<file path="config.mk">
export PLATFORM = sky130hd
export DESIGN_NAME = fm_synth_write_mute_filter
export DESIGN_NICKNAME = d
export VERILOG_FILES = /design/src/design/fmwm_pkg.sv /design/src/design/fmwm_front.sv /design/src/design/fmwm_queue.sv /design/src/design/fmwm_back.sv /design/src/design/fm_synth_write_mute_filter.sv
export SDC_FILE = /design/constraint.sdc
export NUM_CORES = 1
export LEC_CHECK = 0
export BUFFER_PORTS_ARGS = -buffer_cell sky130_fd_sc_hd__buf_2
export CAP_MARGIN = 20
export CORE_AREA = 5 5 242 150
export CTS_BUF_LIST = sky130_fd_sc_hd__clkbuf_8
export DETAILED_ROUTE_END_ITERATION = 8
export DIE_AREA = 0 0 247 155
export HOLD_SLACK_MARGIN = 0.03
export PLACE_DENSITY = 0.82
export REMOVE_ABC_BUFFERS = 1
export SLEW_MARGIN = 0
export SYNTH_ARGS = -nofsm -noshare
export SYNTH_HDL_FRONTEND = slang
export SYNTH_HIERARCHICAL = 1
export SYNTH_SLANG_ARGS = --single-unit
</file>
<file path="constraint.sdc">
create_clock -name clk_i -period 10.6 [get_ports clk_i]
set_input_delay 1.59 -clock clk_i [delete_from_list [all_inputs] [get_ports clk_i]]
set_output_delay 1.59 -clock clk_i [all_outputs]
set_load 0.01 [all_outputs]
</file>
<file path="src/design/fmwm_pkg.sv">
// Package for the FM synthesizer write/mute filter: item classes, command and
// result codes, total-level constants and the channel operator table.
// No dependencies.
`default_nettype none

package fmwm_pkg;

  localparam int CHIP_COUNT        = 2;
  localparam int CHANNELS_PER_CHIP = 9;
  localparam int MAX_VOICES        = 18;
  localparam int SLOTS_PER_CHIP    = CHANNELS_PER_CHIP * 2;
  localparam int LEVEL_DEPTH       = MAX_VOICES * 2;
  localparam int LVL_AW            = $clog2(LEVEL_DEPTH);
  localparam int VOICE_W           = 5;
  localparam int CH_W              = $clog2(CHANNELS_PER_CHIP);
  localparam int QDEPTH            = 2;
  localparam int QPW               = (QDEPTH > 1) ? $clog2(QDEPTH) : 1;
  localparam int QCW               = $clog2(QDEPTH + 1);

  localparam logic [7:0] TL_BASE_SLOT0 = 8'h40;
  localparam logic [7:0] TL_BASE_SLOT1 = 8'h43;
  localparam logic [7:0] TL_KEEP_MASK  = 8'hC0;
  localparam logic [7:0] TL_ATTEN      = 8'h3F;

  typedef enum logic [1:0] {
    CMD_WRITE  = 2'd0,
    CMD_SELECT = 2'd1,
    CMD_REINIT = 2'd2,
    CMD_MUTE   = 2'd3
  } cmd_e;

  typedef enum logic [1:0] {
    KIND_WRITE  = 2'd0,
    KIND_SELECT = 2'd1,
    KIND_REINIT = 2'd2
  } kind_e;

  typedef enum logic [2:0] {
    CLS_PASS,
    CLS_LEVEL,
    CLS_SELECT,
    CLS_REINIT,
    CLS_MUTE
  } cls_e;

  // One classified item as it travels from front to back
  typedef struct packed {
    cls_e               cls;
    logic               chip;
    logic [7:0]         addr;
    logic [7:0]         data;
    logic [LVL_AW-1:0]  lvl_idx;
    logic [VOICE_W-1:0] mute_idx;
    logic               mute_on;
    logic               dual;
  } item_t;

  function automatic logic [7:0] op_offset(input logic [CH_W-1:0] ch);
    logic [7:0] r;
    case (ch)
      4'd0:    r = 8'd0;
      4'd1:    r = 8'd1;
      4'd2:    r = 8'd2;
      4'd3:    r = 8'd8;
      4'd4:    r = 8'd9;
      4'd5:    r = 8'd10;
      4'd6:    r = 8'd16;
      4'd7:    r = 8'd17;
      4'd8:    r = 8'd18;
      default: r = 8'd0;
    endcase
    return r;
  endfunction

  function automatic logic [7:0] attenuate(input logic [7:0] raw, input logic muted);
    return muted ? ((raw & TL_KEEP_MASK) | TL_ATTEN) : raw;
  endfunction

endpackage

`default_nettype wire

</file>
<file path="src/design/fmwm_front.sv">
// Front end of the write/mute filter: accepts items, decodes total-level
// addresses and voices, tracks current chip and dual flag. Uses fmwm_pkg.
`default_nettype none

module fmwm_front import fmwm_pkg::*; (
  input  wire logic         clk_i,
  input  wire logic         rst_ni,
  input  wire logic         s_axis_tvalid_i,
  output logic              s_axis_tready_o,
  input  wire logic [23:0]  s_axis_tdata_i,
  input  wire logic [1:0]   s_axis_tuser_i,
  input  wire logic         q_full_i,
  output logic              push_o,
  output item_t             item_o
);

  logic               cur_chip_q, cur_chip_d;
  logic               dual_q, dual_d;
  logic               accept;
  logic               push_req;
  cmd_e               cmd;
  logic [7:0]         reg_addr;
  logic [7:0]         data_byte;
  logic               chip_sel;
  logic [VOICE_W-1:0] voice;
  logic               mute_on;
  logic               hit;
  logic [CH_W-1:0]    hit_ch;
  logic               hit_slot;
  logic               v_ok;
  logic               v_chip;
  logic [CH_W-1:0]    v_ch;

  assign cmd       = cmd_e'(s_axis_tuser_i);
  assign reg_addr  = s_axis_tdata_i[7:0];
  assign data_byte = s_axis_tdata_i[15:8];
  assign chip_sel  = s_axis_tdata_i[16];
  assign voice     = s_axis_tdata_i[21:17];
  assign mute_on   = s_axis_tdata_i[22];

  assign s_axis_tready_o = !q_full_i;
  assign accept          = s_axis_tvalid_i && s_axis_tready_o;
  assign push_o          = accept && push_req;

  // Total-level address decode: nine independent compares per slot
  always_comb begin
    hit      = 1'b0;
    hit_ch   = '0;
    hit_slot = 1'b0;
    for (int ch = 0; ch < CHANNELS_PER_CHIP; ch++) begin
      if (reg_addr == TL_BASE_SLOT0 + op_offset(CH_W'(ch))) begin
        hit      = 1'b1;
        hit_ch   = CH_W'(ch);
        hit_slot = 1'b0;
      end
      if (reg_addr == TL_BASE_SLOT1 + op_offset(CH_W'(ch))) begin
        hit      = 1'b1;
        hit_ch   = CH_W'(ch);
        hit_slot = 1'b1;
      end
    end
  end

  assign v_ok   = (int'(voice) < CHIP_COUNT * CHANNELS_PER_CHIP) && (int'(voice) < MAX_VOICES);
  assign v_chip = (int'(voice) >= CHANNELS_PER_CHIP);
  assign v_ch   = v_chip ? CH_W'(voice - VOICE_W'(CHANNELS_PER_CHIP)) : CH_W'(voice);

  always_comb begin
    cur_chip_d     = cur_chip_q;
    dual_d         = dual_q;
    push_req       = 1'b1;
    item_o.cls     = CLS_PASS;
    item_o.chip    = cur_chip_q;
    item_o.addr    = reg_addr;
    item_o.data    = data_byte;
    item_o.lvl_idx = (cur_chip_q ? LVL_AW'(SLOTS_PER_CHIP) : LVL_AW'(0))
                     + LVL_AW'({hit_ch, hit_slot});
    item_o.mute_idx = (cur_chip_q ? VOICE_W'(CHANNELS_PER_CHIP) : VOICE_W'(0))
                      + VOICE_W'(hit_ch);
    item_o.mute_on = mute_on;
    unique case (cmd)
      CMD_WRITE: begin
        if (hit && (int'(cur_chip_q) < CHIP_COUNT)) item_o.cls = CLS_LEVEL;
      end
      CMD_SELECT: begin
        item_o.cls  = CLS_SELECT;
        item_o.chip = chip_sel;
        cur_chip_d  = chip_sel;
        if (chip_sel) dual_d = 1'b1;
      end
      CMD_REINIT: begin
        item_o.cls  = CLS_REINIT;
        item_o.chip = 1'b0;
        cur_chip_d  = 1'b0;
        dual_d      = 1'b0;
      end
      CMD_MUTE: begin
        push_req        = v_ok;
        item_o.cls      = CLS_MUTE;
        item_o.chip     = v_chip;
        item_o.addr     = TL_BASE_SLOT0 + op_offset(v_ch);
        item_o.lvl_idx  = (v_chip ? LVL_AW'(SLOTS_PER_CHIP) : LVL_AW'(0))
                          + LVL_AW'({v_ch, 1'b0});
        item_o.mute_idx = voice;
      end
      default: ;
    endcase
    item_o.dual = dual_d;
  end

  always_ff @(posedge clk_i or negedge rst_ni) begin
    if (!rst_ni) begin
      cur_chip_q <= 1'b0;
      dual_q     <= 1'b0;
    end else if (accept) begin
      cur_chip_q <= cur_chip_d;
      dual_q     <= dual_d;
    end
  end

endmodule

`default_nettype wire

</file>
<file path="src/design/fmwm_queue.sv">
// Short FIFO of classified items between front and back of the filter.
// Uses fmwm_pkg for the item type and depth.
`default_nettype none

module fmwm_queue import fmwm_pkg::*; (
  input  wire logic  clk_i,
  input  wire logic  rst_ni,
  input  wire logic  push_i,
  input  item_t      item_i,
  output logic       full_o,
  output logic       valid_o,
  output item_t      item_o,
  input  wire logic  pop_i
);

  item_t           slot_q [QDEPTH];
  logic [QPW-1:0]  wr_ptr_q, rd_ptr_q;
  logic [QCW-1:0]  cnt_q;

  assign full_o  = (cnt_q == QCW'(QDEPTH));
  assign valid_o = (cnt_q != '0);
  assign item_o  = slot_q[rd_ptr_q];

  function automatic logic [QPW-1:0] ptr_next(input logic [QPW-1:0] p);
    return (p == QPW'(QDEPTH - 1)) ? '0 : QPW'(p + 1'b1);
  endfunction

  always_ff @(posedge clk_i) begin
    if (push_i) slot_q[wr_ptr_q] <= item_i;
  end

  always_ff @(posedge clk_i or negedge rst_ni) begin
    if (!rst_ni) begin
      wr_ptr_q <= '0;
      rd_ptr_q <= '0;
      cnt_q    <= '0;
    end else begin
      if (push_i) wr_ptr_q <= ptr_next(wr_ptr_q);
      if (pop_i)  rd_ptr_q <= ptr_next(rd_ptr_q);
      if (push_i && !pop_i)      cnt_q <= QCW'(cnt_q + 1'b1);
      else if (pop_i && !push_i) cnt_q <= QCW'(cnt_q - 1'b1);
    end
  end

  a_no_overflow: assert property (@(posedge clk_i) disable iff (!rst_ni)
    !(push_i && full_o)) else $error("queue push while full");
  a_no_underflow: assert property (@(posedge clk_i) disable iff (!rst_ni)
    pop_i |-> valid_o) else $error("queue pop while empty");
  a_count_bound: assert property (@(posedge clk_i) disable iff (!rst_ni)
    int'(cnt_q) <= QDEPTH) else $error("queue count out of range");

endmodule

`default_nettype wire

</file>
<file path="src/design/fmwm_back.sv">
// Back end of the filter: level store with valid bits, mute bits, execution
// register and output register. Uses fmwm_pkg.
`default_nettype none

module fmwm_back import fmwm_pkg::*; (
  input  wire logic         clk_i,
  input  wire logic         rst_ni,
  input  wire logic         q_valid_i,
  input  item_t             q_item_i,
  output logic              pop_o,
  output logic              m_axis_tvalid_o,
  input  wire logic         m_axis_tready_i,
  output logic [23:0]       m_axis_tdata_o,
  output logic [1:0]        m_axis_tuser_o,
  output logic              m_axis_tlast_o
);

  // level store: memory plus one valid bit per entry, reinit clears valid
  logic [7:0]              lvl_mem [LEVEL_DEPTH];
  logic [LEVEL_DEPTH-1:0]  lvl_vld_q;
  logic [MAX_VOICES-1:0]   mute_q;
  logic [LVL_AW-1:0]       idx1;
  logic [7:0]              rd0_q, rd1_q;
  logic                    rv0_q, rv1_q;

  item_t       exec_q;
  logic        exec_v_q;
  logic [7:0]  exec_val_q;
  logic        phase_q;
  logic        out_load;
  logic        exec_done;
  logic        exec_rdy;

  logic        out_v_q;
  logic        out_chip_q, out_last_q, out_dual_q;
  logic [7:0]  out_reg_q, out_val_q;
  kind_e       out_kind_q;

  kind_e       r_kind;
  logic        r_chip;
  logic [7:0]  r_reg, r_val;
  logic        r_last;

  assign out_load  = !out_v_q || m_axis_tready_i;
  assign exec_done = exec_v_q && out_load && ((exec_q.cls != CLS_MUTE) || phase_q);
  assign exec_rdy  = !exec_v_q || exec_done;
  assign pop_o     = q_valid_i && exec_rdy;
  // slot 1 entry of the pair; stays inside the store whenever lvl_idx does
  assign idx1      = {q_item_i.lvl_idx[LVL_AW-1:1], 1'b1};

  always_ff @(posedge clk_i) begin
    if (pop_o) begin
      if (q_item_i.cls == CLS_LEVEL) lvl_mem[q_item_i.lvl_idx] <= q_item_i.data;
      rd0_q <= lvl_mem[q_item_i.lvl_idx];
      rd1_q <= lvl_mem[idx1];
      rv0_q <= lvl_vld_q[q_item_i.lvl_idx];
      rv1_q <= lvl_vld_q[idx1];
      exec_q <= q_item_i;
      exec_val_q <= (q_item_i.cls == CLS_LEVEL)
                    ? attenuate(q_item_i.data, mute_q[q_item_i.mute_idx])
                    : q_item_i.data;
    end
  end

  always_ff @(posedge clk_i or negedge rst_ni) begin
    if (!rst_ni) begin
      lvl_vld_q <= '0;
      mute_q    <= '0;
    end else if (pop_o) begin
      case (q_item_i.cls)
        CLS_LEVEL:  lvl_vld_q[q_item_i.lvl_idx] <= 1'b1;
        CLS_REINIT: lvl_vld_q <= '0;
        CLS_MUTE:   mute_q[q_item_i.mute_idx] <= q_item_i.mute_on;
        default: ;
      endcase
    end
  end

  // result from the execution register; a mute change gives two
  always_comb begin
    r_kind = KIND_WRITE;
    r_chip = exec_q.chip;
    r_reg  = exec_q.addr;
    r_val  = exec_val_q;
    r_last = 1'b1;
    case (exec_q.cls)
      CLS_SELECT: begin
        r_kind = KIND_SELECT;
        r_reg  = '0;
        r_val  = '0;
      end
      CLS_REINIT: begin
        r_kind = KIND_REINIT;
        r_chip = 1'b0;
        r_reg  = '0;
        r_val  = '0;
      end
      CLS_MUTE: begin
        r_last = phase_q;
        if (phase_q) begin
          r_reg = exec_q.addr + (TL_BASE_SLOT1 - TL_BASE_SLOT0);
          r_val = attenuate(rv1_q ? rd1_q : 8'h00, exec_q.mute_on);
        end else begin
          r_val = attenuate(rv0_q ? rd0_q : 8'h00, exec_q.mute_on);
        end
      end
      default: ;
    endcase
  end

  always_ff @(posedge clk_i or negedge rst_ni) begin
    if (!rst_ni) begin
      exec_v_q <= 1'b0;
      phase_q  <= 1'b0;
      out_v_q  <= 1'b0;
    end else begin
      if (exec_rdy) exec_v_q <= q_valid_i;
      if (exec_v_q && out_load && (exec_q.cls == CLS_MUTE)) phase_q <= !phase_q;
      if (exec_v_q && out_load)  out_v_q <= 1'b1;
      else if (m_axis_tready_i)  out_v_q <= 1'b0;
    end
  end

  always_ff @(posedge clk_i) begin
    if (exec_v_q && out_load) begin
      out_kind_q <= r_kind;
      out_chip_q <= r_chip;
      out_reg_q  <= r_reg;
      out_val_q  <= r_val;
      out_last_q <= r_last;
      out_dual_q <= exec_q.dual;
    end
  end

  assign m_axis_tvalid_o = out_v_q;
  assign m_axis_tdata_o  = {6'b0, out_dual_q, out_val_q, out_reg_q, out_chip_q};
  assign m_axis_tuser_o  = out_kind_q;
  assign m_axis_tlast_o  = out_last_q;

  a_phase_only_mute: assert property (@(posedge clk_i) disable iff (!rst_ni)
    phase_q |-> (exec_v_q && exec_q.cls == CLS_MUTE))
    else $error("second phase without a mute change");
  a_first_of_pair: assert property (@(posedge clk_i) disable iff (!rst_ni)
    (out_v_q && !out_last_q) |-> (exec_v_q && phase_q))
    else $error("first result of a pair without its second pending");
  a_phase_advance: assert property (@(posedge clk_i) disable iff (!rst_ni)
    (exec_v_q && exec_q.cls == CLS_MUTE && !phase_q && out_load) |=> (exec_v_q && phase_q))
    else $error("mute change left before its second result");

endmodule

`default_nettype wire

</file>
<file path="src/design/fm_synth_write_mute_filter.sv">
// Write filter with per-voice mute in front of a two-chip FM synthesizer bus.
// Slave stream: tuser = command (write, chip select, reinit, mute change);
// tdata carries register address, value, chip number, voice and mute flag.
// Master stream: tuser = result kind, tlast marks the last result of an item,
// tdata carries chip, register, value and the dual-chip flag.
// Throughput: one item per cycle for writes, selects and reinits while the
// receiver takes results; a mute change holds the execution register until
// both its results are in the output register, and both its stored levels
// are read together through two memory read ports.
// Voices outside the store give no result. Total-level writes are stored
// raw and forwarded attenuated when their channel is muted.
// Reset clears chip, dual flag, mute bits and all level valid bits at once,
// so the store reads as zero straight away; no clearing pass is needed.
// When the receiver stalls the output register holds, the two-entry queue
// fills, and tready falls only once the queue is full.
// Uses fmwm_pkg, fmwm_front, fmwm_queue and fmwm_back.
`default_nettype none

module fm_synth_write_mute_filter import fmwm_pkg::*; (
  input  wire logic         clk_i,
  input  wire logic         rst_ni,
  input  wire logic         s_axis_tvalid_i,
  output logic              s_axis_tready_o,
  // tdata: reg_addr[7:0], data_byte[15:8], chip_sel[16], voice[21:17], mute_on[22]
  input  wire logic [23:0]  s_axis_tdata_i,
  // tuser: command[1:0]
  input  wire logic [1:0]   s_axis_tuser_i,
  output logic              m_axis_tvalid_o,
  input  wire logic         m_axis_tready_i,
  // tdata: out_chip[0], out_reg[8:1], out_value[16:9], dual_active[17]
  output logic [23:0]       m_axis_tdata_o,
  // tuser: kind[1:0]
  output logic [1:0]        m_axis_tuser_o,
  output logic              m_axis_tlast_o
);

  logic   push, q_full, q_valid, pop;
  item_t  push_item, q_item;

  fmwm_front u_front (
    .clk_i           (clk_i),
    .rst_ni          (rst_ni),
    .s_axis_tvalid_i (s_axis_tvalid_i),
    .s_axis_tready_o (s_axis_tready_o),
    .s_axis_tdata_i  (s_axis_tdata_i),
    .s_axis_tuser_i  (s_axis_tuser_i),
    .q_full_i        (q_full),
    .push_o          (push),
    .item_o          (push_item)
  );

  fmwm_queue u_queue (
    .clk_i   (clk_i),
    .rst_ni  (rst_ni),
    .push_i  (push),
    .item_i  (push_item),
    .full_o  (q_full),
    .valid_o (q_valid),
    .item_o  (q_item),
    .pop_i   (pop)
  );

  fmwm_back u_back (
    .clk_i           (clk_i),
    .rst_ni          (rst_ni),
    .q_valid_i       (q_valid),
    .q_item_i        (q_item),
    .pop_o           (pop),
    .m_axis_tvalid_o (m_axis_tvalid_o),
    .m_axis_tready_i (m_axis_tready_i),
    .m_axis_tdata_o  (m_axis_tdata_o),
    .m_axis_tuser_o  (m_axis_tuser_o),
    .m_axis_tlast_o  (m_axis_tlast_o)
  );

endmodule

`default_nettype wire

</file>
==> results_dict.tcl <==
set metrics [dict create \
    outcome "complete, no violations" \
    drt_pass1_iterations 7 \
    cts.hold.buffers_added 0 \
    finalNetCount 1538 \
    grt_start_max_net_pins 87 \
    final_max_slew_viol_count 0 \
    die_height_um 155 \
    synth.distinct_cells 84 \
    post_drt_via_cell_ratio 6.76 \
    cts_made_buffers 68 \
    site_rows 53 \
    highest_layer "met5" \
    number_of_design_rule_violations_left_by_the_first_detailed_router_iteration 1928 \
    setup.worst_path.start_class "register" \
    finalInstanceArea_um2 23200 \
    power.density_cell_area_nw_per_um2 274 \
    root_buffer "sky130_fd_sc_hd__clkbuf_8" \
    wire_length_of_the_first_global_routing_pass_mm 82.1 \
    clock_sinks 478 \
    finalCritPeriodShare 0.472 \
    antenna_violations_before_repair 2 \
    placed_cell_area_um2 22000 \
    global_route.usage.total 0.292 \
    layout-area-overhead-vs-synth_pct 7.39 \
    depth_of_the_cts_h_tree 3 \
    met2_wirelength_mm 23.0 \
    wl_per_cell_um 27.7 \
    design.die.area_um2 38300 \
    critPathCaptureType "register" \
    numPlacedInstances 1887 \
    ys_dominant_reg_cell "sky130_fd_sc_hd__edfxtp_1" \
    post_cts.repair.setup_buffers 0 \
    critical_path.max_fanout 48 \
    critical-path-max-stage-delay_ns 0.83 \
    synth_edf_count 415 \
    initial_utilization 0.633 \
    drv_cap 0 \
    first_global_vias 12900 \
    antenna_fix_cells 0 \
    clock.fmax_mhz 200 \
    report.final.setup_viol 0 \
    slowest_stage "sky130_fd_sc_hd__clkinv_1" \
    crit_family "buffers and inverters" \
    critical_path.n_buffers_inverters 3 \
    gp_routability_congestion 1.04 \
    tritoncts "yes" \
    postRouteAntennaNets 0 \
    min-delay-path-class "register to register" \
    finalWorstPathRequiredPeriod_ns 5.00 \
    postSynthAreaPerCell_um2 15.0 \
    clock_path_buffers 3 \
    vias 13600 \
    cellLeakagePower_uw 0.00845 \
    clk_transition_reported_paths_ns 0.07 \
    max_slew_margin 0.287 \
    synth.yosys.seq_area_share 0.650 \
    clock-skew-final_ns 0.0376 \
    postSynthCellCount 1445 \
    critical_path_class "register to register" \
    critPathArrivalTime_ns 5.41 \
    post-route-drc-count 0 \
    core-area_um2 34200 \
    critical-path-top-cell-by-count "sky130_fd_sc_hd__buf_4" \
    worst_pin_slew_ns 1.06 \
    hpwlAfterDp_mm 37.1 \
    worstPathRequired_ns 11.01 \
    synth-seq-cells 478 \
    fin_tns_setup_ns 0 \
    detailroute.wirelength.met3_mm 8.77 \
    filler_cell_count 2306 \
    ir_drop_worst_case_vdd_mv 0.245 \
    pin_count 59 \
    count_of_endpoints_failing_hold_in_the_final_timing_report 0 \
    post_layout_nonfiller_instances 2009 \
    route.layer.met1.wl_mm 22.9 \
    synthesis.yosys.warnings 6 \
    clk-insertion-delay-late_ns 0.63 \
    die_w_um 247 \
    cts.repair.resized 0 \
    globalRoute.totalOverflow 0 \
    fin_hold_ws_ns 0.438 \
    crit_path_cell_trace "buf_4, mux2_4, buf_4, clkinv_1, nor2_1, o2bb2ai_1, o21ai_0, o2111ai_1" \
    rsz0062_at_grt "false" \
    route.final.wire_length_mm 55.7 \
    drive_gt1_frac 0.206 \
    port-buffer-count 51 \
    synth_async_sr_flop_share 0.132 \
    post_synth_instance_area_um2 21600 \
]
-- path summary, 6_finish.rpt --
path                       cells after the start  slack (ns)                 to             start
setup / recovery                               8        5.60    u_back/rd0_q[2]  u_queue/rd_ptr_q
hold / removal                                 0        0.44  u_back/out_dual_q  u_back/exec_q[0]
setup reg to reg                               8        5.60    u_back/rd0_q[2]  u_queue/rd_ptr_q
hold reg to reg                                0        0.44  u_back/out_dual_q  u_back/exec_q[0]
max in group asynchronous                      2        8.92   u_queue/rd_ptr_q            rst_ni
min in group asynchronous                      2        1.13  u_back/mute_q[17]            rst_ni
-- power breakdown --
part	leakage, µW	internal [µW]	total, µW	switching [µW]
Combinational	0.00311	797	2370	1570
Sequential	0.00465	2550	2690	135
Clock	0.000690	620	1300	680
Total	0.00845	3970	6360	2390
-- state kept, by name (all words and copies together) (netlist names), 14 cells and up --
| signal | flops |
|---|---|
| u_back/lvl_vld_q | 36 |
| u_back/exec_q | 14 |
| u_back/mute_q | 18 |
| u_back/lvl_mem | 288 |
| u_queue/slot_q | 66 |
-- metal layers --
| metal | vias to the layer above | track usage |
|---|---|---|
| met5 | - | 0 |
| met3 | 106 | 0.121 |
| met2 | 990 | 0.389 |
| met1 | 6810 | 0.451 |
| li1 | 5676 | - |
| met4 | 4 | 0.0656 |
-- logic make-up (layout without fill, tap and decap cells) --
family / after synthesis / after routing / share of synthesized area
DFF: 478 / 478 / 0.650
and+or+nand+nor: 354 / 354 / 0.0815
AOI/OAI and AO/OA: 232 / 232 / 0.0726
muxes: 232 / 232 / 0.148
buffers and inverters: 121 / 213 / 0.0338
adders and majority gates: 17 / 17 / 0.00984
xor gates and xnor gates: 10 / 10 / 0.00405
other: 1 / 6 / 0.000174
-- through the flow --
step                 util  setup slack (ns)  power (µW)
global route        0.680              5.59        6590
CTS                 0.679              5.88        6280
detailed placement  0.644              5.91        4990
global placement    0.643              5.96        4900
finish              0.680              5.60        6360
floorplan               -              5.38        4130
-- area by class of cell --
type                            count  area (µm²)  area share
Timing Repair Buffer               70         435      0.0188
Clock buffer                       71         977      0.0421
Tap cell                          467         584      0.0252
Clock inverter                     50         203     0.00873
Inverter                           22        82.6     0.00356
Sequential cell                   478       14000       0.605
Multi-Input combinational cell    851        6890       0.297
-- synth_stat cells, types with 6 or more instances --
library cell,number,area (µm²)
sky130_fd_sc_hd__inv_1,21,78.8
sky130_fd_sc_hd__mux2_2,64,721
sky130_fd_sc_hd__a21oi_1,73,365
sky130_fd_sc_hd__a221oi_1,21,184
sky130_fd_sc_hd__nand3_1,29,145
sky130_fd_sc_hd__mux2i_1,86,861
sky130_fd_sc_hd__ha_1,17,213
sky130_fd_sc_hd__and2_1,11,68.8
sky130_fd_sc_hd__buf_2,33,165
sky130_fd_sc_hd__nor2_1,113,424
sky130_fd_sc_hd__o211ai_1,10,75.1
sky130_fd_sc_hd__nand2b_1,11,68.8
sky130_fd_sc_hd__buf_4,29,218
sky130_fd_sc_hd__xor2_1,6,52.6
sky130_fd_sc_hd__nor3_1,19,95.1
sky130_fd_sc_hd__o22ai_1,9,56.3
sky130_fd_sc_hd__a221o_1,8,80.1
sky130_fd_sc_hd__or2_1,6,37.5
sky130_fd_sc_hd__nand2_1,85,319
sky130_fd_sc_hd__mux2_4,29,435
sky130_fd_sc_hd__a31oi_1,10,62.6
sky130_fd_sc_hd__a22o_1,8,70.1
sky130_fd_sc_hd__dfrtp_1,63,1580
sky130_fd_sc_hd__o21ai_0,33,165
sky130_fd_sc_hd__clkbuf_1,21,78.8
sky130_fd_sc_hd__a22oi_1,23,173
sky130_fd_sc_hd__edfxtp_1,415,12500
sky130_fd_sc_hd__nor2b_1,21,131
sky130_fd_sc_hd__and3_1,10,62.6
sky130_fd_sc_hd__mux4_2,49,1100
-- cells in the final DEF (no fill, tap or decap), types with 6 or more instances in the layout --
| cell | instances |
|---|---|
| sky130_fd_sc_hd__mux2_4 | 28 |
| sky130_fd_sc_hd__nand3_1 | 29 |
| sky130_fd_sc_hd__clkinv_1 | 19 |
| sky130_fd_sc_hd__a21oi_1 | 73 |
| sky130_fd_sc_hd__nor3_1 | 19 |
| sky130_fd_sc_hd__or2_1 | 6 |
| sky130_fd_sc_hd__o22ai_1 | 9 |
| sky130_fd_sc_hd__and3_1 | 10 |
| sky130_fd_sc_hd__a22oi_1 | 23 |
| sky130_fd_sc_hd__mux2_2 | 64 |
| sky130_fd_sc_hd__a31oi_1 | 10 |
| sky130_fd_sc_hd__a22o_1 | 8 |
| sky130_fd_sc_hd__inv_1 | 45 |
| sky130_fd_sc_hd__buf_4 | 16 |
| sky130_fd_sc_hd__nand2_1 | 85 |
| sky130_fd_sc_hd__edfxtp_1 | 415 |
| sky130_fd_sc_hd__dfrtp_1 | 62 |
| sky130_fd_sc_hd__conb_1 | 6 |
| sky130_fd_sc_hd__clkbuf_8 | 71 |
| sky130_fd_sc_hd__ha_1 | 17 |
| sky130_fd_sc_hd__a221oi_1 | 21 |
| sky130_fd_sc_hd__clkinv_2 | 6 |
| sky130_fd_sc_hd__nor2b_1 | 19 |
| sky130_fd_sc_hd__a221o_1 | 8 |
| sky130_fd_sc_hd__xor2_1 | 6 |
| sky130_fd_sc_hd__buf_2 | 52 |
| sky130_fd_sc_hd__nor2_1 | 113 |
| sky130_fd_sc_hd__mux2i_1 | 86 |
| sky130_fd_sc_hd__o21ai_0 | 33 |
| sky130_fd_sc_hd__mux4_2 | 49 |
| sky130_fd_sc_hd__nand2b_1 | 11 |
| sky130_fd_sc_hd__o211ai_1 | 10 |
| sky130_fd_sc_hd__and2_1 | 11 |
Power figures use the tool's default switching activity.
